$ cat src/rtl/sha1e_pkg.sv
`default_nettype none
// ----------------------------------------------------------------------------
// SHA-1 engine package
// Transaction types, control bundle and constants shared by the engine files.
// ----------------------------------------------------------------------------
package sha1e_pkg;

   localparam int BLOCK_BYTES  = 64;
   localparam int WINDOW_WORDS = 16;
   localparam int CHAIN_WORDS  = 5;

   localparam logic [4:0] DIGEST_BYTES = 5'd20;
   localparam logic [7:0] PAD_BYTE     = 8'h80;
   localparam logic [6:0] LAST_ROUND   = 7'd79;

   localparam logic [31:0] IV0 = 32'h67452301;
   localparam logic [31:0] IV1 = 32'hEFCDAB89;
   localparam logic [31:0] IV2 = 32'h98BADCFE;
   localparam logic [31:0] IV3 = 32'h10325476;
   localparam logic [31:0] IV4 = 32'hC3D2E1F0;

   localparam logic [31:0] K0 = 32'h5A827999;
   localparam logic [31:0] K1 = 32'h6ED9EBA1;
   localparam logic [31:0] K2 = 32'h8F1BBCDC;
   localparam logic [31:0] K3 = 32'hCA62C1D6;

   typedef struct packed {
      logic [7:0] data_byte;
      logic       byte_valid;
      logic       finish;
   } sha1e_req_type;

   typedef struct packed {
      logic [7:0] digest_byte;
      logic [4:0] byte_index;
      logic       last;
   } sha1e_rsp_type;

   typedef logic [CHAIN_WORDS-1:0][31:0] sha1e_chain_type;

   // Commands from the sequencer to the compression core.
   typedef struct packed {
      logic        byte_we;
      logic        pad_we;
      logic        len_we;
      logic        clear_all;
      logic        start;
      logic        chain_init;
      logic [5:0]  byte_pos;
      logic [7:0]  byte_data;
      logic [31:0] msg_len;
   } sha1e_ctl_type;

endpackage
`default_nettype wire

$ cat src/rtl/sha1_hash_engine.sv
`default_nettype none
// ----------------------------------------------------------------------------
// SHA-1 hash engine
// Streams message bytes into 64-byte blocks, pads on finish and returns the
// digest one byte per transaction.
// ----------------------------------------------------------------------------
//  Channel  Ports                          Direction  Carries
//  req      req_valid req_stall req_data   in         message byte, finish
//  rsp      rsp_valid rsp_stall rsp_data   out        digest byte, index, last
//  csr      csr_valid csr_ready csr_data   in         digest length
//
// A byte that does not complete a block is taken without a stall. The 64th
// byte of a block holds off further requests while the block runs 80 rounds
// in the shared round unit and is added into the chaining value. Finish adds
// a padding step and one more compression, two when the tail leaves no room
// for the length. Digest bytes follow one per cycle while rsp_stall is low.
// After reset the chaining value holds the initial words and length is 20.
// ----------------------------------------------------------------------------
module sha1_hash_engine
   import sha1e_pkg::*;
(
   input  logic          clock,
   input  logic          reset,
   input  logic          req_valid,
   output logic          req_stall,
   input  sha1e_req_type req_data,
   output logic          rsp_valid,
   input  logic          rsp_stall,
   output sha1e_rsp_type rsp_data,
   input  logic          csr_valid,
   output logic          csr_ready,
   input  logic [4:0]    csr_data
);

   localparam logic [2:0] ST_IDLE = 3'd0;
   localparam logic [2:0] ST_COMP = 3'd1;
   localparam logic [2:0] ST_PAD  = 3'd2;
   localparam logic [2:0] ST_LEN  = 3'd3;
   localparam logic [2:0] ST_EMIT = 3'd4;

   localparam logic [1:0] AFT_IDLE = 2'd0;
   localparam logic [1:0] AFT_PAD  = 2'd1;
   localparam logic [1:0] AFT_LEN  = 2'd2;
   localparam logic [1:0] AFT_EMIT = 2'd3;

   logic [2:0]  state_ff, state_in;
   logic [1:0]  after_ff, after_in;
   logic [5:0]  fill_ff, fill_in;
   logic [31:0] count_ff, count_in;
   logic [4:0]  idx_ff, idx_in;
   logic        rsp_valid_ff, rsp_valid_in;
   logic [4:0]  dlen_ff;

   sha1e_ctl_type   ctl;
   sha1e_chain_type chain;
   logic            core_done;
   logic            req_acc, rsp_acc;
   logic [4:0]      n_bytes;
   logic [31:0]     word;

   sha1e_core u_core (
      .clock (clock),
      .reset (reset),
      .ctl   (ctl),
      .done  (core_done),
      .chain (chain)
   );

   assign req_acc = req_valid && !req_stall;
   assign rsp_acc = rsp_valid_ff && !rsp_stall;
   assign n_bytes = (dlen_ff > DIGEST_BYTES) ? DIGEST_BYTES : dlen_ff;

   always_comb begin
      state_in     = state_ff;
      after_in     = after_ff;
      fill_in      = fill_ff;
      count_in     = count_ff;
      idx_in       = idx_ff;
      rsp_valid_in = rsp_valid_ff;
      ctl          = '0;
      ctl.byte_pos  = fill_ff;
      ctl.byte_data = req_data.data_byte;
      ctl.msg_len   = count_ff;
      case (state_ff)
         ST_IDLE: begin
            if (req_acc) begin
               if (req_data.byte_valid) begin
                  ctl.byte_we = 1'b1;
                  fill_in     = fill_ff + 6'd1;
                  count_in    = count_ff + 32'd1;
               end
               if (req_data.byte_valid && (fill_ff == 6'(BLOCK_BYTES - 1))) begin
                  ctl.start = 1'b1;
                  state_in  = ST_COMP;
                  after_in  = req_data.finish ? AFT_PAD : AFT_IDLE;
               end else if (req_data.finish) begin
                  state_in = ST_PAD;
               end
            end
         end
         ST_PAD: begin
            ctl.pad_we = 1'b1;
            ctl.start  = 1'b1;
            state_in   = ST_COMP;
            // Fewer than eight bytes left means the length needs a block of its own.
            if (fill_ff < 6'(BLOCK_BYTES - 8)) begin
               ctl.len_we = 1'b1;
               after_in   = AFT_EMIT;
            end else begin
               after_in = AFT_LEN;
            end
         end
         ST_LEN: begin
            ctl.clear_all = 1'b1;
            ctl.len_we    = 1'b1;
            ctl.start     = 1'b1;
            state_in      = ST_COMP;
            after_in      = AFT_EMIT;
         end
         ST_COMP: begin
            if (core_done) begin
               case (after_ff)
                  AFT_IDLE: state_in = ST_IDLE;
                  AFT_PAD:  state_in = ST_PAD;
                  AFT_LEN:  state_in = ST_LEN;
                  AFT_EMIT: begin
                     if (n_bytes == 5'd0) begin
                        ctl.chain_init = 1'b1;
                        fill_in        = 6'd0;
                        count_in       = 32'd0;
                        state_in       = ST_IDLE;
                     end else begin
                        idx_in       = 5'd0;
                        rsp_valid_in = 1'b1;
                        state_in     = ST_EMIT;
                     end
                  end
                  default: state_in = ST_IDLE;
               endcase
            end
         end
         ST_EMIT: begin
            if (rsp_acc) begin
               if (rsp_data.last) begin
                  rsp_valid_in   = 1'b0;
                  ctl.chain_init = 1'b1;
                  fill_in        = 6'd0;
                  count_in       = 32'd0;
                  state_in       = ST_IDLE;
               end else begin
                  idx_in = idx_ff + 5'd1;
               end
            end
         end
         default: state_in = ST_IDLE;
      endcase
   end

   always_comb begin
      case (idx_ff[4:2])
         3'd0:    word = chain[0];
         3'd1:    word = chain[1];
         3'd2:    word = chain[2];
         3'd3:    word = chain[3];
         3'd4:    word = chain[4];
         default: word = 32'd0;
      endcase
      rsp_data.digest_byte = word[31 - 8*idx_ff[1:0] -: 8];
      rsp_data.byte_index  = idx_ff;
      rsp_data.last        = (idx_ff == (n_bytes - 5'd1));
   end

   always_ff @(posedge clock) begin
      after_ff <= after_in;
      idx_ff   <= idx_in;
      if (reset) begin
         state_ff     <= ST_IDLE;
         fill_ff      <= 6'd0;
         count_ff     <= 32'd0;
         rsp_valid_ff <= 1'b0;
         dlen_ff      <= DIGEST_BYTES;
      end else begin
         state_ff     <= state_in;
         fill_ff      <= fill_in;
         count_ff     <= count_in;
         rsp_valid_ff <= rsp_valid_in;
         if (csr_valid && csr_ready) begin
            dlen_ff <= csr_data;
         end
      end
   end

   assign req_stall = (state_ff != ST_IDLE);
   assign rsp_valid = rsp_valid_ff;
   assign csr_ready = 1'b1;

`ifndef ASSERT_OFF
   a_idle_no_rsp: assert property (@(posedge clock) disable iff (reset)
      !req_stall |-> !rsp_valid)
      else $error("digest transaction offered while taking requests");

   a_last_frees_req: assert property (@(posedge clock) disable iff (reset)
      (rsp_valid && !rsp_stall && rsp_data.last) |=> !req_stall)
      else $error("engine not ready after last digest transaction");

   a_index_range: assert property (@(posedge clock) disable iff (reset)
      rsp_valid |-> (rsp_data.byte_index < DIGEST_BYTES))
      else $error("digest index beyond digest");

   a_done_in_comp: assert property (@(posedge clock) disable iff (reset)
      core_done |-> (state_ff == ST_COMP))
      else $error("compression finished outside compression state");
`endif

endmodule
`default_nettype wire

$ cat src/rtl/sha1e_core.sv
`default_nettype none
// ----------------------------------------------------------------------------
// SHA-1 compression core
// Block window, round variables and chaining value; one round per cycle.
// ----------------------------------------------------------------------------
module sha1e_core
   import sha1e_pkg::*;
(
   input  logic            clock,
   input  logic            reset,
   input  sha1e_ctl_type   ctl,
   output logic            done,
   output sha1e_chain_type chain
);

   logic [31:0]     win_ff [WINDOW_WORDS];
   logic [31:0]     win_in [WINDOW_WORDS];
   sha1e_chain_type vars_ff, vars_in;
   sha1e_chain_type chain_ff, chain_in;
   logic [6:0]      rnd_ff, rnd_in;
   logic            busy_ff, busy_in;
   logic            add_ff, add_in;

   logic [31:0] a, b, c, d, e, f, k, tmp, x, w_new;

   // Round function; the window doubles as the rolling message schedule.
   always_comb begin
      a = vars_ff[0];
      b = vars_ff[1];
      c = vars_ff[2];
      d = vars_ff[3];
      e = vars_ff[4];
      if (rnd_ff < 7'd20) begin
         f = (b & c) | (~b & d);
         k = K0;
      end else if (rnd_ff < 7'd40) begin
         f = b ^ c ^ d;
         k = K1;
      end else if (rnd_ff < 7'd60) begin
         f = (b & c) | (b & d) | (c & d);
         k = K2;
      end else begin
         f = b ^ c ^ d;
         k = K3;
      end
      tmp   = {a[26:0], a[31:27]} + f + e + win_ff[0] + k;
      x     = win_ff[13] ^ win_ff[8] ^ win_ff[2] ^ win_ff[0];
      w_new = {x[30:0], x[31]};
   end

   always_comb begin
      for (int i = 0; i < WINDOW_WORDS; i++) begin
         win_in[i] = win_ff[i];
      end
      if (busy_ff) begin
         for (int i = 0; i < WINDOW_WORDS - 1; i++) begin
            win_in[i] = win_ff[i + 1];
         end
         win_in[WINDOW_WORDS-1] = w_new;
      end else begin
         for (int w = 0; w < WINDOW_WORDS; w++) begin
            for (int l = 0; l < 4; l++) begin
               if (ctl.clear_all) begin
                  win_in[w][31-8*l -: 8] = 8'h00;
               end
               if (ctl.pad_we && (6'(4*w + l) == ctl.byte_pos)) begin
                  win_in[w][31-8*l -: 8] = PAD_BYTE;
               end
               if (ctl.pad_we && (6'(4*w + l) > ctl.byte_pos)) begin
                  win_in[w][31-8*l -: 8] = 8'h00;
               end
               if (ctl.byte_we && (6'(4*w + l) == ctl.byte_pos)) begin
                  win_in[w][31-8*l -: 8] = ctl.byte_data;
               end
            end
         end
         // The bit length is the byte count times eight, in the last 64 bits.
         if (ctl.len_we) begin
            win_in[WINDOW_WORDS-2] = {29'd0, ctl.msg_len[31:29]};
            win_in[WINDOW_WORDS-1] = {ctl.msg_len[28:0], 3'b000};
         end
      end
   end

   always_comb begin
      vars_in  = vars_ff;
      chain_in = chain_ff;
      rnd_in   = rnd_ff;
      busy_in  = busy_ff;
      add_in   = 1'b0;
      if (ctl.start) begin
         vars_in = chain_ff;
         rnd_in  = 7'd0;
         busy_in = 1'b1;
      end else if (busy_ff) begin
         vars_in = {d, c, {b[1:0], b[31:2]}, a, tmp};
         if (rnd_ff == LAST_ROUND) begin
            busy_in = 1'b0;
            add_in  = 1'b1;
         end else begin
            rnd_in = rnd_ff + 7'd1;
         end
      end
      if (add_ff) begin
         for (int i = 0; i < CHAIN_WORDS; i++) begin
            chain_in[i] = chain_ff[i] + vars_ff[i];
         end
      end
      if (ctl.chain_init) begin
         chain_in = {IV4, IV3, IV2, IV1, IV0};
      end
   end

   always_ff @(posedge clock) begin
      for (int i = 0; i < WINDOW_WORDS; i++) begin
         win_ff[i] <= win_in[i];
      end
      vars_ff <= vars_in;
      rnd_ff  <= rnd_in;
      if (reset) begin
         busy_ff  <= 1'b0;
         add_ff   <= 1'b0;
         chain_ff <= {IV4, IV3, IV2, IV1, IV0};
      end else begin
         busy_ff  <= busy_in;
         add_ff   <= add_in;
         chain_ff <= chain_in;
      end
   end

   assign done  = add_ff;
   assign chain = chain_ff;

endmodule
`default_nettype wire

$ cat config.mk
export PLATFORM = sky130hd
export DESIGN_NAME = sha1_hash_engine
export DESIGN_NICKNAME = d
export VERILOG_FILES = /design/src/rtl/sha1e_pkg.sv /design/src/rtl/sha1_hash_engine.sv /design/src/rtl/sha1e_core.sv
export SDC_FILE = /design/constraint.sdc
export NUM_CORES = 2
export LEC_CHECK = 0
export BUFFER_PORTS_ARGS = -buffer_cell sky130_fd_sc_hd__buf_2
export CAP_MARGIN = 20
export CORE_MARGIN = 1.5
export CORE_UTILIZATION = 30
export CTS_CLUSTER_SIZE = 30
export DETAILED_ROUTE_END_ITERATION = 6
export HOLD_SLACK_MARGIN = 0.06
export REMOVE_ABC_BUFFERS = 1
export SYNTH_ARGS = -nofsm -noshare
export SYNTH_HDL_FRONTEND = slang
export SYNTH_SLANG_ARGS = --single-unit
$ cat constraint.sdc
create_clock -name clock -period 8.69 [get_ports clock]
set_clock_uncertainty 0.15 [all_clocks]
set_input_delay 0 -clock clock [delete_from_list [all_inputs] [get_ports clock]]
set_output_delay 0 -clock clock [all_outputs]
set_load 0.05 [all_outputs]
==> impl_metrics.json <==
{
  "start_kind": "register",
  "first_pass_iters": 6,
  "gp_congestion": 0.9749,
  "hold_viol": 0,
  "io_buffers": 35,
  "crit_chain": "a41oi_1 -> inv_1 -> nor2_1 -> clkinv_1 -> nand2_1 -> buf_4 -> o21ai_0 -> fa_1 -> inv_1 -> fa_1 -> inv_1 -> fa_1 -> inv_1 -> ha_1 -> a21o_1 -> a21o_1 -> a2111oi_0 -> o21ai_0 -> a31o_2 -> a41o_1 -> a21boi_0 -> a21oi_1 -> xnor2_1 -> o21ai_0",
  "clock_path_buffers": 3,
  "cts_resized": 0,
  "finalMaxSlewViolations": 0,
  "finalCritPeriodShare_pct": 91.07,
  "ys_top_cells_by_count": "1,134 x nand2_1, 679 x edfxtp_1, 640 x o21ai_0, 361 x nor2_1, 268 x clkbuf_1",
  "diodes": 0,
  "finalWirelength_mm": 176.1,
  "ys_ff_latch": 895,
  "status": "complete, no violations",
  "drc": 0,
  "final_layout_size_suffix_gt1_share_pct": 5.826,
  "cts.sinks": 895,
  "dp_hpwl_mm": 124.9,
  "placedCellCount": 7697,
  "yosysMostFrequentCell": "nand2_1",
  "arrival_ps": 8210,
  "critPathCaptureType": "register",
  "insertion_delay_ps": 730,
  "crit_start": "u_core.rnd_ff[4]",
  "critPathSlowestCell": "a41oi_1",
  "drv_cap": 0,
  "grt-ovfl-total": 0,
  "syn_avg_cell_area_um2": 9.523,
  "grt_pass1_vias": 41202,
  "ys_top_cells_by_area": "edfxtp_1 39%, dfxtp_1 8.2%, nand2_1 8.0%, o21ai_0 6.0%, ha_1 5.4%",
  "synth_edf_count": 679,
  "rows": 154,
  "cts_root_buffer": "clkbuf_16",
  "p_leak_nw": 21.90,
  "viasPerCell": 5.391,
  "nNetsFinal": 5871,
  "vias": 42689,
  "grt.total_usage_pct": 19.16,
  "seq_area_frac_synth_pct": 46.68,
  "h-tree-depth": 3,
  "detail-route-antenna-nets": 0,
  "cp.required_ps": 8980,
  "powerDensity_mw_per_mm2": 343.6,
  "yosysTopAreaCellShare_pct": 38.51,
  "max_stage_delay_ps": 540,
  "syn_area_mm2": 0.05295,
  "min-delay-start": "reset",
  "synthesis.instances": 5560,
  "crit_fanout": 24,
  "wl_per_cell_um": 22.24,
  "slew_headroom_pct": 22.79,
  "path_clk_slew_ps": 60,
  "holdWs_ps": 91.43,
  "grt_max_degree": 151,
  "cts_buffers": 95,
  "core_area_mm2": 0.1757,
  "path_class": "register to register",
  "critical_path_buf_inv_count": 6,
  "path_delay_family": "compound AO/OA/AOI/OAI gates",
  "rrSetupSlack_ps": 780,
  "hp-class": "primary input to register",
  "setup_viol": 0,
  "antenna_found_initial": 2,
  "rsz0062_at_grt": "no",
  "yosysUniqueCellTypes": 90,
  "die_w_um": 423.1,
  "cpMostUsedCell": "inv_1",
  "async_flop_share_pct": 0,
  "synthFlopType": "edfxtp_1",
  "fp.dieH_um": 423.1,
  "regToRegStartpoint": "u_core.rnd_ff[4]",
  "vdd_drop_max_uv": 243.0,
  "area_delta_synth_final_pct": 11.61,
  "start_util_pct": 30.13,
  "yosys.area.top_type": "edfxtp_1",
  "worst_pin_slew_ps": 1154,
  "fin_cells": 7918,
  "fp.dieArea_mm2": 0.1790,
  "grt_pass1_wl_mm": 263.4,
  "cts_tree": "yes",
  "io_pins": 37,
  "drtIter0Drc": 4944,
  "post-route-min-period_ps": 7914,
  "fmax_ghz": 0.1264,
  "yosys_warnings": 0
}
[per-stage QoR]
stage	setup slack, ps	setup TNS (ps)	utilization (%)	instance area (um^2)	total power, W
after detailed placement	780.4	0	31.58	55500	0.01591
after global routing	11.74	0	33.63	59100	0.02166
after floorplan	-5605	-4298800	-	51710	0.01344
final	776.0	0	33.63	59100	0.02031
after global placement	935.1	0	31.56	55470	0.01580
after CTS	717.9	0	33.58	59010	0.02020
[cells by family after synthesis]
logic type,after synthesis,share of synthesized area [%]
compound gates,1459,16.93
xor+xnor,281,4.648
fa+ha+maj,354,10.12
buf+inv,539,3.901
flops,895,46.68
mux,111,2.217
other cells,1,0.007082
simple gates,1920,15.49
[area by class of cell]
class | instances | area [um^2]
fillers | 17929 | 116600
clock buffers | 129 | 2608
clock inverters | 49 | 548.0
inverters | 221 | 837.1
well taps | 2340 | 2928
flip-flops and latches | 895 | 24720
multi-input cells | 4126 | 26220
repair buffers | 158 | 1236
[power breakdown]
part,switching [W],leakage [nW],internal (W)
Sequential,0.000831,8.33,0.00598
Combinational,0.00559,12.0,0.00368
Clock,0.00186,1.53,0.00236
Total,0.00828,21.9,0.0120
[timing repair]
item	CTS	global route
buffers inserted	0	0
hold buffers	36	0
endpoints found under the hold margin	128	0
[layer usage]
| layer | part of all wire, % | global-route usage (%) | vias to the layer above |
|---|---|---|---|
| met5 | 0 | 0 | - |
| met4 | 3.6 | 6.374 | 0 |
| met3 | 8.5 | 3.466 | 326 |
| met2 | 45 | 30.27 | 1860 |
| met1 | 43 | 26.35 | 20849 |
| li1 | - | - | 19654 |
[worst register-to-register path, stage by stage (launching register included)]
cell	delay, ps
dfxtp_1	380
a41oi_1	540
inv_1	340
nor2_1	430
clkinv_1	530
nand2_1	540
buf_4	390
o21ai_0	170
fa_1	500
inv_1	60
fa_1	520
inv_1	70
fa_1	510
inv_1	40
ha_1	350
a21o_1	180
a21o_1	180
a2111oi_0	380
o21ai_0	160
a31o_2	280
a41o_1	290
a21boi_0	270
a21oi_1	130
xnor2_1	140
o21ai_0	100
[path summary, 6_finish.rpt]
kind                            depth (start not counted)                 to
worst max-delay path                                   24       u_core.a[30]
worst min-delay path                                    3          rsp_valid
worst max register to register                         24       u_core.a[30]
worst min register to register                          2  u_core.chain[127]
[sequential cells by signal (all words and copies together), names as in the netlist]
| name | flops |
|---|---|
| u_core.win_ff | 512 |
| u_core.chain | 160 |
| count_ff | 32 |
| u_core.a | 32 |
| u_core.b | 32 |
| u_core.c | 32 |
| u_core.d | 32 |
| u_core.e | 32 |
| u_core.rnd_ff | 7 |
| fill_ff | 6 |
| dlen_ff | 5 |
| idx_ff | 5 |
| state_ff | 3 |
| after_ff | 2 |
| rsp_valid | 1 |
| u_core.busy_ff | 1 |
| u_core.done | 1 |
[layout by cell type, fill, tap and decap left out, types with 36 or more instances in the layout]
cell type      count
nor3_1            48
a21oi_1          264
xor2_1            80
edfxtp_1         679
nand3_1           87
clkbuf_16         97
dfxtp_1          214
dlygate4sd3_1     36
a21o_1            76
mux2i_1           97
nor2b_1           80
inv_1            217
buf_2             42
buf_4             74
ha_1             230
fa_1             124
nor2_1           359
o31ai_1           37
nand2_1         1134
o21ai_0          640
a211oi_1          39
xnor2_1          201
Power figures use the tool's default switching activity.
